$ cat src/rtl/safety_switch_arming_sequencer_assert.svh
// Assertion macros for the safety switch arming sequencer.
// Each macro expects signals named clk and rst in the scope that uses it.
`ifndef SAFETY_SWITCH_ARMING_SEQUENCER_ASSERT_SVH
`define SAFETY_SWITCH_ARMING_SEQUENCER_ASSERT_SVH

// A condition that must hold at every clock edge outside reset.
`define SSAS_ASSERT_ALWAYS(lbl, cond) \
  lbl: assert property (@(posedge clk) disable iff (rst) (cond)) \
    else $error("sequencer check failed: invariant");

// A condition that must hold in the cycle after a trigger.
`define SSAS_ASSERT_NEXT(lbl, trig, cons) \
  lbl: assert property (@(posedge clk) disable iff (rst) (trig) |=> (cons)) \
    else $error("sequencer check failed: next-cycle implication");

`endif

$ cat src/rtl/ssas_pkg.sv
// Shared types and constants for the safety switch arming sequencer.
// Used by the configuration bank, the step core and the top level.
package ssas_pkg;

  // Configuration register indexes.
  localparam logic [2:0] REG_ENABLE         = 3'd0;
  localparam logic [2:0] REG_PRESS_THRESHOLD = 3'd1;
  localparam logic [2:0] REG_FRAME_KIND     = 3'd2;
  localparam logic [2:0] REG_REFUSE_PATTERN = 3'd3;
  localparam logic [2:0] REG_INIT_PATTERN   = 3'd4;
  localparam logic [2:0] REG_SAFE_PATTERN   = 3'd5;

  localparam int unsigned CFG_INDEX_W = 3;
  localparam int unsigned CFG_DATA_W  = 16;

  localparam logic [11:0] PRESS_THRESHOLD_RST = 12'd512;

  // Frame kinds.
  localparam logic [1:0] FRAME_MULTIROTOR = 2'd0;
  localparam logic [1:0] FRAME_AIRPLANE   = 2'd1;

  // Phase window limits and blink counter wrap.
  localparam logic [7:0] LIM_FIRST  = 8'd30;
  localparam logic [7:0] LIM_SECOND = 8'd60;
  localparam logic [7:0] LIM_RESET  = 8'd150;
  localparam logic [5:0] BLINK_LAST = 6'd45;

  // Beep codes.
  localparam logic [1:0] BEEP_NONE = 2'd0;
  localparam logic [1:0] BEEP_INIT = 2'd1;
  localparam logic [1:0] BEEP_SAFE = 2'd2;
  localparam logic [1:0] BEEP_FAIL = 2'd3;

  // Motor action codes.
  localparam logic [1:0] MOTOR_NONE     = 2'd0;
  localparam logic [1:0] MOTOR_MIN      = 2'd1;
  localparam logic [1:0] MOTOR_DISABLED = 2'd2;

  // LED pattern selection.
  localparam logic [1:0] PSEL_ZERO   = 2'd0;
  localparam logic [1:0] PSEL_REFUSE = 2'd1;
  localparam logic [1:0] PSEL_INIT   = 2'd2;
  localparam logic [1:0] PSEL_SAFE   = 2'd3;

  typedef struct packed {
    logic        enable;
    logic [11:0] press_threshold;
    logic [1:0]  frame_kind;
    logic [15:0] refuse_pattern;
    logic [15:0] init_pattern;
    logic [15:0] safe_pattern;
  } cfg_t;

  // Packed so that led_on lands in the lowest bit.
  typedef struct packed {
    logic       safe_to_output;
    logic [1:0] motor_action;
    logic [1:0] beep_code;
    logic       led_on;
  } result_t;

  // Counters exposed for checking.
  typedef struct packed {
    logic [7:0] phase_count;
    logic [5:0] blink_count;
  } status_t;

endpackage

$ cat src/rtl/safety_switch_arming_sequencer.sv
// Top level of the safety switch arming sequencer: stream ports, input and
// result registers. Depends on ssas_pkg, ssas_cfg, ssas_core and the assert header.

// The block takes one item per clock and gives one result per item: each
// item is held in the input register, then steps through the sequencer
// logic into the result register. A waiting result does not stop the next
// item from entering the input register; throughput drops only while the
// result register stays full and m_tready is low. The sequencer state
// (phase counter, flags, blink counter, last tick time) is updated once per
// item at the edge that loads its result. Configuration writes take effect
// at once and are meant to be made while no item is in flight.
`include "safety_switch_arming_sequencer_assert.svh"

module safety_switch_arming_sequencer
  import ssas_pkg::*;
#(
  parameter int unsigned TICK_INTERVAL_MS = 33,
  parameter int unsigned COUNT_MAX        = 255
) (
  input  logic                   clk,
  input  logic                   rst,
  input  logic                   s_tvalid,
  output logic                   s_tready,
  // [31:0] time_ms, [43:32] button_sample, [44] armed, [47:45] zero
  input  logic [47:0]            s_tdata,
  output logic                   m_tvalid,
  input  logic                   m_tready,
  // [0] led_on, [2:1] beep_code, [4:3] motor_action, [5] safe_to_output,
  // [7:6] zero
  output logic [7:0]             m_tdata,
  input  logic                   cfg_we,
  input  logic [CFG_INDEX_W-1:0] cfg_index,
  input  logic [CFG_DATA_W-1:0]  cfg_data
);

  cfg_t        cfg;
  result_t     core_result;
  status_t     status;

  logic        in_valid;
  logic [31:0] in_time;
  logic [11:0] in_sample;
  logic        in_armed;
  logic        advance;
  result_t     out_result;

  ssas_cfg u_cfg (
    .clk       (clk),
    .rst       (rst),
    .cfg_we    (cfg_we),
    .cfg_index (cfg_index),
    .cfg_data  (cfg_data),
    .cfg       (cfg)
  );

  ssas_core #(
    .TICK_INTERVAL_MS (TICK_INTERVAL_MS),
    .COUNT_MAX        (COUNT_MAX)
  ) u_core (
    .clk           (clk),
    .rst           (rst),
    .cfg           (cfg),
    .step          (advance),
    .time_ms       (in_time),
    .button_sample (in_sample),
    .armed         (in_armed),
    .result        (core_result),
    .status        (status)
  );

  // The held item moves on whenever the result register is free or drains.
  assign advance  = in_valid && (!m_tvalid || m_tready);
  assign s_tready = !in_valid || advance;

  // Input register.
  always_ff @(posedge clk) begin
    if (rst) begin
      in_valid <= 1'b0;
    end else if (s_tvalid && s_tready) begin
      in_valid <= 1'b1;
    end else if (advance) begin
      in_valid <= 1'b0;
    end
  end

  always_ff @(posedge clk) begin
    if (s_tvalid && s_tready) begin
      in_time   <= s_tdata[31:0];
      in_sample <= s_tdata[43:32];
      in_armed  <= s_tdata[44];
    end
  end

  // Result register.
  always_ff @(posedge clk) begin
    if (rst) begin
      m_tvalid <= 1'b0;
    end else if (advance) begin
      m_tvalid <= 1'b1;
    end else if (m_tready) begin
      m_tvalid <= 1'b0;
    end
  end

  always_ff @(posedge clk) begin
    if (advance) begin
      out_result <= core_result;
    end
  end

  assign m_tdata = {2'b00, out_result};

  // Checks on the pipeline control and the counters.
  `SSAS_ASSERT_NEXT(a_step_loads_result, advance, m_tvalid)
  `SSAS_ASSERT_ALWAYS(a_stall_only_when_full, s_tready || (in_valid && m_tvalid && !m_tready))
  `SSAS_ASSERT_ALWAYS(a_phase_ceiling, status.phase_count <= 8'(COUNT_MAX))
  `SSAS_ASSERT_ALWAYS(a_blink_range, status.blink_count <= BLINK_LAST)

endmodule

$ cat src/rtl/ssas_cfg.sv
// Configuration register bank of the safety switch arming sequencer.
// Depends on ssas_pkg for register indexes and the cfg_t bundle.
module ssas_cfg
  import ssas_pkg::*;
(
  input  logic                   clk,
  input  logic                   rst,
  input  logic                   cfg_we,
  input  logic [CFG_INDEX_W-1:0] cfg_index,
  input  logic [CFG_DATA_W-1:0]  cfg_data,
  output cfg_t                   cfg
);

  // Register writes; unknown indexes are ignored.
  always_ff @(posedge clk) begin
    if (rst) begin
      cfg.enable          <= 1'b1;
      cfg.press_threshold <= PRESS_THRESHOLD_RST;
      cfg.frame_kind      <= FRAME_MULTIROTOR;
      cfg.refuse_pattern  <= '0;
      cfg.init_pattern    <= '0;
      cfg.safe_pattern    <= '0;
    end else if (cfg_we) begin
      case (cfg_index)
        REG_ENABLE:          cfg.enable          <= cfg_data[0];
        REG_PRESS_THRESHOLD: cfg.press_threshold <= cfg_data[11:0];
        REG_FRAME_KIND:      cfg.frame_kind      <= cfg_data[1:0];
        REG_REFUSE_PATTERN:  cfg.refuse_pattern  <= cfg_data;
        REG_INIT_PATTERN:    cfg.init_pattern    <= cfg_data;
        REG_SAFE_PATTERN:    cfg.safe_pattern    <= cfg_data;
        default: ;
      endcase
    end
  end

endmodule

$ cat src/rtl/ssas_core.sv
// Sequencer state and the combinational step for one input item.
// Depends on ssas_pkg; the top level supplies the registered item and step strobe.
module ssas_core
  import ssas_pkg::*;
#(
  parameter int unsigned TICK_INTERVAL_MS = 33,
  parameter int unsigned COUNT_MAX        = 255
) (
  input  logic        clk,
  input  logic        rst,
  input  cfg_t        cfg,
  input  logic        step,
  input  logic [31:0] time_ms,
  input  logic [11:0] button_sample,
  input  logic        armed,
  output result_t     result,
  output status_t     status
);

  localparam logic [31:0] TICK_W   = 32'(TICK_INTERVAL_MS);
  localparam logic [7:0]  CMAX     = 8'(COUNT_MAX);
  localparam logic [7:0]  CREWIND  = 8'(COUNT_MAX - 2);

  logic [7:0]  phase_count, phase_count_next;
  logic        wait_flag, wait_flag_next;
  logic        safe_flag, safe_flag_next;
  logic [1:0]  pattern_select, pattern_select_next;
  logic [5:0]  blink_count, blink_count_next;
  logic [31:0] last_tick_time, last_tick_time_next;
  logic        led_level, led_level_next;

  logic        pressed;
  logic        run;
  logic [31:0] elapsed;
  logic [1:0]  beep;
  logic [1:0]  motor;
  logic        motor_allowed;
  logic [15:0] pattern;
  logic [11:0] blink_x43;
  logic [4:0]  bit_idx;
  logic [5:0]  blink_inc;
  logic        wait_mid;

  assign pressed       = button_sample <= cfg.press_threshold;
  assign elapsed       = time_ms - last_tick_time;
  assign motor_allowed = (cfg.frame_kind == FRAME_MULTIROTOR) ||
                         (cfg.frame_kind == FRAME_AIRPLANE);
  // Blink counter divided by 3: multiply by 43/128, exact below 64.
  assign blink_x43     = 12'(blink_count) * 12'd43;
  assign bit_idx       = blink_x43[11:7];
  assign blink_inc     = blink_count + 6'd1;

  // Next-state logic for one item.
  always_comb begin
    phase_count_next    = phase_count;
    wait_flag_next      = wait_flag;
    safe_flag_next      = safe_flag;
    pattern_select_next = pattern_select;
    blink_count_next    = blink_count;
    last_tick_time_next = last_tick_time;
    led_level_next      = led_level;
    beep                = BEEP_NONE;
    motor               = MOTOR_NONE;
    run                 = 1'b0;
    pattern             = '0;
    wait_mid            = wait_flag;

    // Tick gating: the time stamp moves even while armed.
    if (cfg.enable && (elapsed >= TICK_W)) begin
      last_tick_time_next = time_ms;
      run                 = !armed;
    end

    if (run) begin
      // Window handling on the count held before this tick.
      if (phase_count < LIM_FIRST) begin
        pattern_select_next = PSEL_REFUSE;
      end else if (phase_count > LIM_FIRST && phase_count < LIM_SECOND) begin
        pattern_select_next = PSEL_INIT;
        if (phase_count == LIM_FIRST + 8'd1) begin
          beep = BEEP_INIT;
        end
        if (pressed) begin
          wait_flag_next = 1'b1;
          motor          = motor_allowed ? MOTOR_MIN : MOTOR_NONE;
        end else if (!wait_flag) begin
          phase_count_next = LIM_FIRST + 8'd1;
        end
      end else if (phase_count > LIM_SECOND && phase_count < LIM_RESET) begin
        pattern_select_next = PSEL_SAFE;
        if (phase_count == LIM_SECOND + 8'd1) begin
          beep     = BEEP_SAFE;
          wait_mid = 1'b0;
        end
        wait_flag_next = wait_mid;
        if (pressed) begin
          wait_flag_next = 1'b1;
          safe_flag_next = 1'b1;
        end else if (!wait_mid) begin
          phase_count_next = LIM_SECOND + 8'd1;
        end
      end else if (phase_count > LIM_RESET) begin
        if (phase_count == LIM_RESET + 8'd1) begin
          beep           = BEEP_FAIL;
          wait_flag_next = 1'b0;
        end else if (pressed) begin
          phase_count_next = '0;
          motor            = motor_allowed ? MOTOR_DISABLED : MOTOR_NONE;
          safe_flag_next   = 1'b0;
        end else begin
          phase_count_next = CREWIND;
        end
      end

      // LED bit from the window's pattern word.
      case (pattern_select_next)
        PSEL_REFUSE: pattern = cfg.refuse_pattern;
        PSEL_INIT:   pattern = cfg.init_pattern;
        PSEL_SAFE:   pattern = cfg.safe_pattern;
        default:     pattern = '0;
      endcase
      led_level_next   = (bit_idx < 5'd16) ? pattern[bit_idx[3:0]] : 1'b0;
      blink_count_next = (blink_inc > BLINK_LAST) ? 6'd0 : blink_inc;

      // A released button advances the counter up to its ceiling.
      if (!pressed && (phase_count_next < CMAX)) begin
        phase_count_next = phase_count_next + 8'd1;
      end
    end
  end

  // State update once per item.
  always_ff @(posedge clk) begin
    if (rst) begin
      phase_count    <= '0;
      wait_flag      <= 1'b0;
      safe_flag      <= 1'b0;
      pattern_select <= PSEL_ZERO;
      blink_count    <= '0;
      last_tick_time <= '0;
      led_level      <= 1'b0;
    end else if (step) begin
      phase_count    <= phase_count_next;
      wait_flag      <= wait_flag_next;
      safe_flag      <= safe_flag_next;
      pattern_select <= pattern_select_next;
      blink_count    <= blink_count_next;
      last_tick_time <= last_tick_time_next;
      led_level      <= led_level_next;
    end
  end

  assign result.led_on         = led_level_next;
  assign result.beep_code      = beep;
  assign result.motor_action   = motor;
  assign result.safe_to_output = cfg.enable ? safe_flag_next : 1'b1;

  assign status.phase_count = phase_count;
  assign status.blink_count = blink_count;

endmodule
$ cat config.mk
export PLATFORM = sky130hd
export DESIGN_NAME = safety_switch_arming_sequencer
export DESIGN_NICKNAME = d
export VERILOG_FILES = /design/src/rtl/ssas_pkg.sv /design/src/rtl/safety_switch_arming_sequencer.sv /design/src/rtl/ssas_cfg.sv /design/src/rtl/ssas_core.sv
export VERILOG_INCLUDE_DIRS = /design/src /design/src/rtl
export SDC_FILE = /design/constraint.sdc
export NUM_CORES = 1
export LEC_CHECK = 0
export CELL_PAD_IN_SITES_DETAIL_PLACEMENT = 1
export CELL_PAD_IN_SITES_GLOBAL_PLACEMENT = 1
export CORE_MARGIN = 4
export CORE_UTILIZATION = 30
export DETAILED_ROUTE_END_ITERATION = 16
export DONT_BUFFER_PORTS = 1
export PLACE_DENSITY = 0.53
export SLEW_MARGIN = 10
export SYNTH_ARGS = -nofsm -noshare
export SYNTH_HDL_FRONTEND = slang
export SYNTH_SLANG_ARGS = --single-unit
$ cat constraint.sdc
create_clock -name clk -period 7.6 [get_ports clk]
set_clock_uncertainty 0.05 [all_clocks]
set_input_delay 0.38 -clock clk [delete_from_list [all_inputs] [get_ports clk]]
set_output_delay 0.38 -clock clk [all_outputs]
set_load 0.05 [all_outputs]
==> results of run 1 <==
## sequential cells by signal, indices dropped and copies added (netlist names)
signal                 cells
u_core.last_tick_time     32
u_core.blink_count         6
u_core.phase_count         8
in_sample                 12
u_core.led_level           1
m_tdata                    6
in_valid                   1
m_tvalid                   1
u_core.safe_flag           1
u_core.wait_flag           1
u_core.pattern_select      2
u_cfg.cfg                 62
in_time                   32
in_armed                   1
## routing by layer
| metal | vias up | GRT usage, % |
|---|---|---|
| li1 | 4338 | - |
| met1 | 4174 | 21.4 |
| met2 | 91 | 30.3 |
| met3 | 27 | 3.86 |
| met4 | 0 | 4.25 |
| met5 | - | 0 |
## logic make-up after synthesis
group / after synthesis
compound gates: 312
xor+xnor: 31
fa+ha+maj: 77
buf+inv: 141
flops: 166
mux: 39
other cells: 1
simple gates: 424
## Yosys cell counts, drive strengths merged (11+ instances only)
library cell	instances
a31oi	11
nand2	241
a211oi	17
nand3	22
or3	12
nor3	21
inv	84
nand4	15
a21oi	131
edfxtp	51
nand2b	14
clkbuf	42
o211ai	16
and3	12
nor2	42
ha	72
o21ai	40
mux2i	37
buf	15
xnor2	22
dfxtp	115
## layout make-up
type / count / share of cell area (%)
Multi-Input combinational cell: 885 / 48.4
Clock inverter: 8 / 0.733
Tap cell: 442 / 4.76
Clock buffer: 24 / 4.34
Sequential cell: 166 / 33.0
Inverter: 84 / 2.72
Timing Repair Buffer: 70 / 6.03
## worst max path at each step
| stage | end | slack (ns) | depth (start not counted) | from |
|---|---|---|---|---|
| after CTS | m_tdata[0]$_DFFE_PP_ | 2.64 | 16 | u_core.blink_count[3]$_SDFFE_PP0P_ |
| after global routing | m_tdata[0]$_DFFE_PP_ | 2.41 | 16 | u_core.blink_count[3]$_SDFFE_PP0P_ |
| final | m_tdata[0]$_DFFE_PP_ | 2.77 | 16 | u_core.blink_count[3]$_SDFFE_PP0P_ |
| after floorplan | m_tdata[0]$_DFFE_PP_ | 3.57 | 15 | u_core.blink_count[3]$_SDFFE_PP0P_ |
| after global placement | m_tdata[0]$_DFFE_PP_ | 2.65 | 16 | u_core.blink_count[3]$_SDFFE_PP0P_ |
| after detailed placement | m_tdata[0]$_DFFE_PP_ | 2.66 | 16 | u_core.blink_count[3]$_SDFFE_PP0P_ |
## timing repair
action	in CTS	in global routing
hold buffers	63	0
gates resized for setup	0	0
hold endpoints to repair	120	0
buffers inserted	0	0
## power groups by stage
| stage | registers [mW] | clock network, mW | logic, mW |
|---|---|---|---|
| after detailed placement | 0.999 | 0 | 0.307 |
| after global placement | 0.998 | 0 | 0.304 |
| after floorplan | 0.987 | 0 | 0.242 |
| after global routing | 0.983 | 0.964 | 0.389 |
| after CTS | 0.979 | 0.936 | 0.349 |
| final | 0.978 | 0.898 | 0.344 |
## through the flow
stage / util, % / instance area, um2 / hold WS [ns] / std cells / power [mW]
6_report: 35.4 / 11600 / 0.0387 / 1679 / 2.22
5_1_grt: 35.4 / 11600 / 0.0165 / 1679 / 2.34
4_1_cts: 35.4 / 11600 / 0.00288 / 1679 / 2.26
3_5_place_dp: 31.6 / 10400 / 0.392 / 1584 / 1.31
3_3_place_gp: 31.6 / 10400 / 0.388 / 1584 / 1.30
2_1_floorplan: - / 10000 / 0.381 / 1192 / 1.23
==> metrics.txt, run 1 <==
sequential cell area 0.00383 mm2; sequential share of the synthesized area 38.2%; Hold Crit Depth 2; # rows 66; DP HPWL 21.7 mm; vias per cell 5.14; Critical Path Sink Type register; top cell type by total area after synthesis dfxtp_1; overall routing resource usage 17.2%; multiplexer share of the synthesized area 3.92%; Post-synth EDFFs 51; top cell type's share of synthesized area 23.0%; R2R Path Start u_core.blink_count[3]$_SDFFE_PP0P_; Synth Area in Compound Gates 20.0%; Syn Inst Count 1191; main combinational cell family by area after synthesis compound AO/OA/AOI/OAI gates; via count 8630; Port Buf Inserts 0; yosys warns 0; Die Area 0.0364 mm2; width of the die 191 um; Buf/Inv on CP 2; WL final 30.6 mm; P_sw 0.633 mW; prevailing post-synth register cell dfxtp_1; Clock Latency Late Sink 0.45 ns; TritonCTS Buffers 17; max layer used met4; WL met3 1.09 mm; WP data arrival 5.11 ns; worst path required time 7.88 ns; Area contributors post-synth dfxtp_1, edfxtp_1, nand2_1; Root Buffer clkbuf_16; vias in the first global route 9070; synth unique cells 74; largest net degree at the start of global routing 75; M1 WL 13.9 mm; #FFs+latches synth 166; Seq pwr share 44.1%; part of the cycle the worst path needs 63.5%; Mapped Avg Cell Area 8.42 um2; Slew Limit Headroom 24.0%; WHS Endpoint u_cfg.cfg[29]$_SDFFE_PP0P_; area occupied by multi-input gates 0.00562 mm2; Worst-Margin Slew 1.14 ns; Post-synth ARST share 0%; Ant. Diodes 0; DP Worst Slack 2.66 ns; first-pass GRT wire length 49.8 mm; minimum clock period 4.83 ns; metal2 WL 15.2 mm; core footprint 0.0328 mm2; cells on worst reg2reg path 16; TritonRoute pass-1 iters 5; beginning of the worst hold path cfg_data[13]; worst-path fanout max 8; kind of critical path register to register; Worst VDD drop 0.000159 V; status completed; Routed Antenna Nets 0; switching part of the total 28.5%; CTS Sinks 166; CP Cell Sequence ha_1 > inv_1 > fa_1 > fa_1 > inv_1 > ha_1 > nor2_1 > a211oi_1 > xor2_1 > a221o_1 > o22ai_1 > nor3_1 > nor3_1 > a31oi_1 > and4_1 > a21o_1; gr ovfl total 0; commonest cells after routing, fill and taps aside nand2_1, a21oi_1, dfxtp_1; reg2reg end m_tdata[0]$_DFFE_PP_; antenna violations before repair 0; GP Congestion 0.812; clock network power share 40.5%; Simple-Gate Fraction of Synth Area 19.3%; Die Y 191 um; NumNets Final 1373; count of final setup violators 0; TNS Setup 0 ns; H-Tree Depth 4; Max Root-Sink Buffers 2; drt wl/cell 18.2 um; Initial Util 30.6%; Layout area overhead 15.8%; Critical Path Source Type register; XOR/XNOR Fraction of Synth Area 2.71%; Worst path max stage delay 0.75 ns; r2r setup slk 2.77 ns; Max Clock Freq 207 MHz; DR iter-0 viols 427; final setup margin 2.77 ns; RSZ-0062 raised after global routing no; boundary pin count 82; Max Cap Violations 0; clock-pin slew on the worst setup and hold paths 0.07 ns; fill cell count 3887; # DRC 0; Synth Cell Area 0.0100 mm2; share of cells above drive strength 1 4.20%; Gate power share 15.5%; Hold/Removal Path Class input pin to register; Final Hold Vio Count 0; commonest non-fill, non-tap cell in the layout nand2_1; Worst path slowest cell xor2_1; PwrDens 191 mW/mm2; TritonCTS clock tree done; Internal 1.59 mW; Final Max Slew Viols 0; static leakage 4.22 nW; Worst path top cell family by delay adder cells; Post-Synth Adder-Cell Area 9.99%
Note: power is estimated with default switching activity, not from simulation.
==> run 2: changes to the inputs <==
- ABC_AREA: default -> 1
- PLACE_DENSITY: 0.53 -> 0.56
- clock period: 7.6 -> 4.4 ns (I/O delays scaled with it)
==> run 2 against run 1 <==
Core utilization increased by 0.095 points. Die area increased by 2.6%. Final area increased by 3.1%. Sequential power increased by 75%. Synthesized cell count increased by 20%. Critical path depth increased by 6. Non-clock buffer count increased by 7. Clock power increased by 73%.
==> metrics.txt, run 2 <==
status completed; first-pass GRT wire length 51.8 mm (+3.8%); vias per cell 4.81 (-6.4%); NumNets Final 1630 (+19%); CTS Sinks 166 (unchanged); #FFs+latches synth 166 (unchanged); Post-synth EDFFs 51 (unchanged); Worst-Margin Slew 0.683 ns (-0.458 ns); drt wl/cell 16.1 um (-12%); Final Hold Vio Count 0 (unchanged); Layout area overhead 16.3%; width of the die 193 um (+1.3%); synth unique cells 43 (-42%); Clock Latency Late Sink 0.45 ns (about the same); Critical Path Source Type register; commonest cells after routing, fill and taps aside nand2_1, inv_1, nor2_1; Cells after DPL 1842 (+16%); gr ovfl total 0 (unchanged); Post-CTS Setup Repair Bufs 0 (unchanged); Post-synth top cells nand2_1, inv_1, nor2_1; R2R Path Start u_core.blink_count[3]$_SDFFE_PP0P_; Max Root-Sink Buffers 2 (unchanged); cts repair resizes 0 (unchanged); boundary pin count 82 (unchanged); DP HPWL 23.5 mm (+8.0%); Max Clock Freq 262 MHz (+26%); TNS Setup 0 ns (unchanged); Root Buffer clkbuf_16; RSZ-0062 raised after global routing no; Ant. Diodes 0 (unchanged); # DRC 0 (unchanged); largest net degree at the start of global routing 65 (-13%); worst path required time 4.75 ns (-3.13 ns); count of final setup violators 0 (unchanged); yosys warns 0 (unchanged); share of cells above drive strength 1 6.36% (+2.2 points); Top reg by flops u_cfg.cfg; top cell type by total area after synthesis dfxtp_1; Initial Util 30.5% (-0.036 points); Die Y 193 um (+1.3%); static leakage 5.40 nW (+28%); WHS Endpoint u_cfg.cfg[49]$_SDFFE_PP0P_; DP Worst Slack 0.598 ns (-2.06 ns); Largest register FFs 62 (unchanged); part of the cycle the worst path needs 86.8% (+23 points); Critical Path Sink Type register; commonest non-fill, non-tap cell in the layout nand2_1; Worst VDD drop 0.000279 V (+75%); clock-pin slew on the worst setup and hold paths 0.07 ns (about the same); cells on worst reg2reg path 22 (+6); WL final 31.3 mm (+2.3%); beginning of the worst hold path cfg_index[0]; final setup margin 0.580 ns (-2.19 ns); PwrDens 344 mW/mm2 (+80%); Post-synth ARST share 0% (unchanged); Final Max Slew Viols 0 (unchanged); Die Area 0.0373 mm2 (+2.6%); Area contributors post-synth dfxtp_1, edfxtp_1, nand2_1; sequential share of the synthesized area 37.2% (-0.99 points); overall routing resource usage 17.1% (-0.10 points); via count 9341 (+8.2%); GP Congestion 0.842 (+3.7%); first element of the critical path u_core.blink_count[3]$_SDFFE_PP0P_; antenna violations before repair 0 (unchanged); Mapped Avg Cell Area 7.22 um2 (-14%); WP data arrival 4.17 ns (-0.94 ns); Synth Cell Area 0.0103 mm2 (+2.7%); Port Buf Inserts 0 (unchanged); Slew Limit Headroom 54.5% (+31 points); reg2reg end u_core.led_level$_SDFFE_PP0P_; core footprint 0.0337 mm2 (+2.8%); top cell type's share of synthesized area 22.4% (-0.60 points); Syn Inst Count 1425 (+20%); Hold/Removal Path Class input pin to register; Top Registers u_cfg.cfg x62, in_time x32, u_core.last_tick_time x32; prevailing post-synth register cell dfxtp_1; Finished Layout Cells 1942 (+16%); # rows 67 (+1.5%); DR iter-0 viols 377 (-12%); cell with the most instances after synthesis nand2_1; minimum clock period 3.82 ns (-1.01 ns); worst-path fanout max 6 (-2); TritonCTS Buffers 17 (unchanged); Hold Crit Depth 4 (+2); vias in the first global route 9816 (+8.2%); kind of critical path register to register; Max Cap Violations 0 (unchanged); r2r setup slk 0.58 ns (-2.19 ns); TritonRoute pass-1 iters 5 (unchanged); H-Tree Depth 4 (unchanged); Routed Antenna Nets 0 (unchanged); TritonCTS clock tree done
-- run 2: changes by cell type after synthesis, moves of 15 or more --
cell and change:
inv_1 +118, nand4_1 +15, a21oi_1 -21, clkbuf_1 -19, a211oi_1 -16, o21ai_0 +63, o21ai_1 +32, nand3_1 +95
nor2_1 +124, nand2_1 +46, mux2i_1 -37, nor3_1 -16
-- run 2: through the flow --
stage / total power, mW / utilization, % / hold WS (ns) / cell area [um2]
after detailed placement: 2.56 / 31.7 / 0.246 / 10700
after floorplan: 2.35 / - / 0.269 / 10300
after global routing: 4.39 / 35.5 / 0.0282 / 12000
final: 4.12 / 35.5 / 0.0306 / 12000
after global placement: 2.55 / 31.7 / 0.243 / 10700
after CTS: 4.21 / 35.5 / 0.00196 / 12000
-- run 2: cell type report --
| type | count | area (um2) |
|---|---|---|
| well taps | 448 | 561 |
| clock inverters | 14 | 149 |
| fillers | 4213 | 21700 |
| repair buffers | 77 | 748 |
| inverters | 207 | 779 |
| clock buffers | 18 | 450 |
| flip-flops and latches | 166 | 3830 |
| multi-input cells | 1012 | 5450 |
-- run 2: how the worst max path moves through the flow --
| stage | endpoint | slack [ns] | cells past startpoint |
|---|---|---|---|
| final | u_core.led_level$_SDFFE_PP0P_ | 0.58 | 22 |
| after global routing | u_core.led_level$_SDFFE_PP0P_ | 0.29 | 22 |
| after CTS | u_core.led_level$_SDFFE_PP0P_ | 0.56 | 22 |
| after detailed placement | u_core.led_level$_SDFFE_PP0P_ | 0.60 | 22 |
| after global placement | u_core.led_level$_SDFFE_PP0P_ | 0.62 | 22 |
| after floorplan | m_tdata[0]$_DFFE_PP_ | 0.83 | 19 |
-- run 2: report_power, final --
group / leakage [nW] / switching, mW / internal, mW / total (mW)
Combinational: 3.66 / 0.576 / 0.288 / 0.864
Clock: 0.299 / 0.753 / 0.794 / 1.55
Sequential: 1.44 / 0.0541 / 1.66 / 1.71
-- run 2: timing repair --
action,4_1_cts,5_1_grt
hold buffers,68,0
endpoints found under the setup margin,0,0
endpoints found under the hold margin,116,0
-- run 2: cells by family after synthesis --
kind of cell	share of synthesized area, %
adders and majority gates	9.73
xor gates and xnor gates	2.13
AOI/OAI and AO/OA	13.1
DFF	37.2
other	0.0364
buffers and inverters	9.86
and+or+nand+nor	27.9
-- run 2: per-layer routing --
layer,up-vias,GRT usage (%),part of all wire [%]
met2,60,31.3,52
met4,0,4.17,1.1
li1,4765,-,-
met1,4494,20.7,45
met5,-,0,0
met3,22,3.36,1.9
-- run 2: critical path, cell delays in order, from the launching register on --
cell and delay (ns):
dfxtp_1 0.46, ha_1 0.28, inv_1 0.08, fa_1 0.45, fa_1 0.55, inv_1 0.04
ha_1 0.29, a21oi_1 0.15, nand2_1 0.08, nand2_1 0.09, nand2_1 0.06, or2_2 0.27
nand2_1 0.17, inv_1 0.13, nand3_1 0.11, nand3_1 0.07, nand2_1 0.07, nand2_1 0.04
nand2_1 0.06, nand3_1 0.08, nand3_1 0.09, nand2_1 0.06, inv_1 0.04
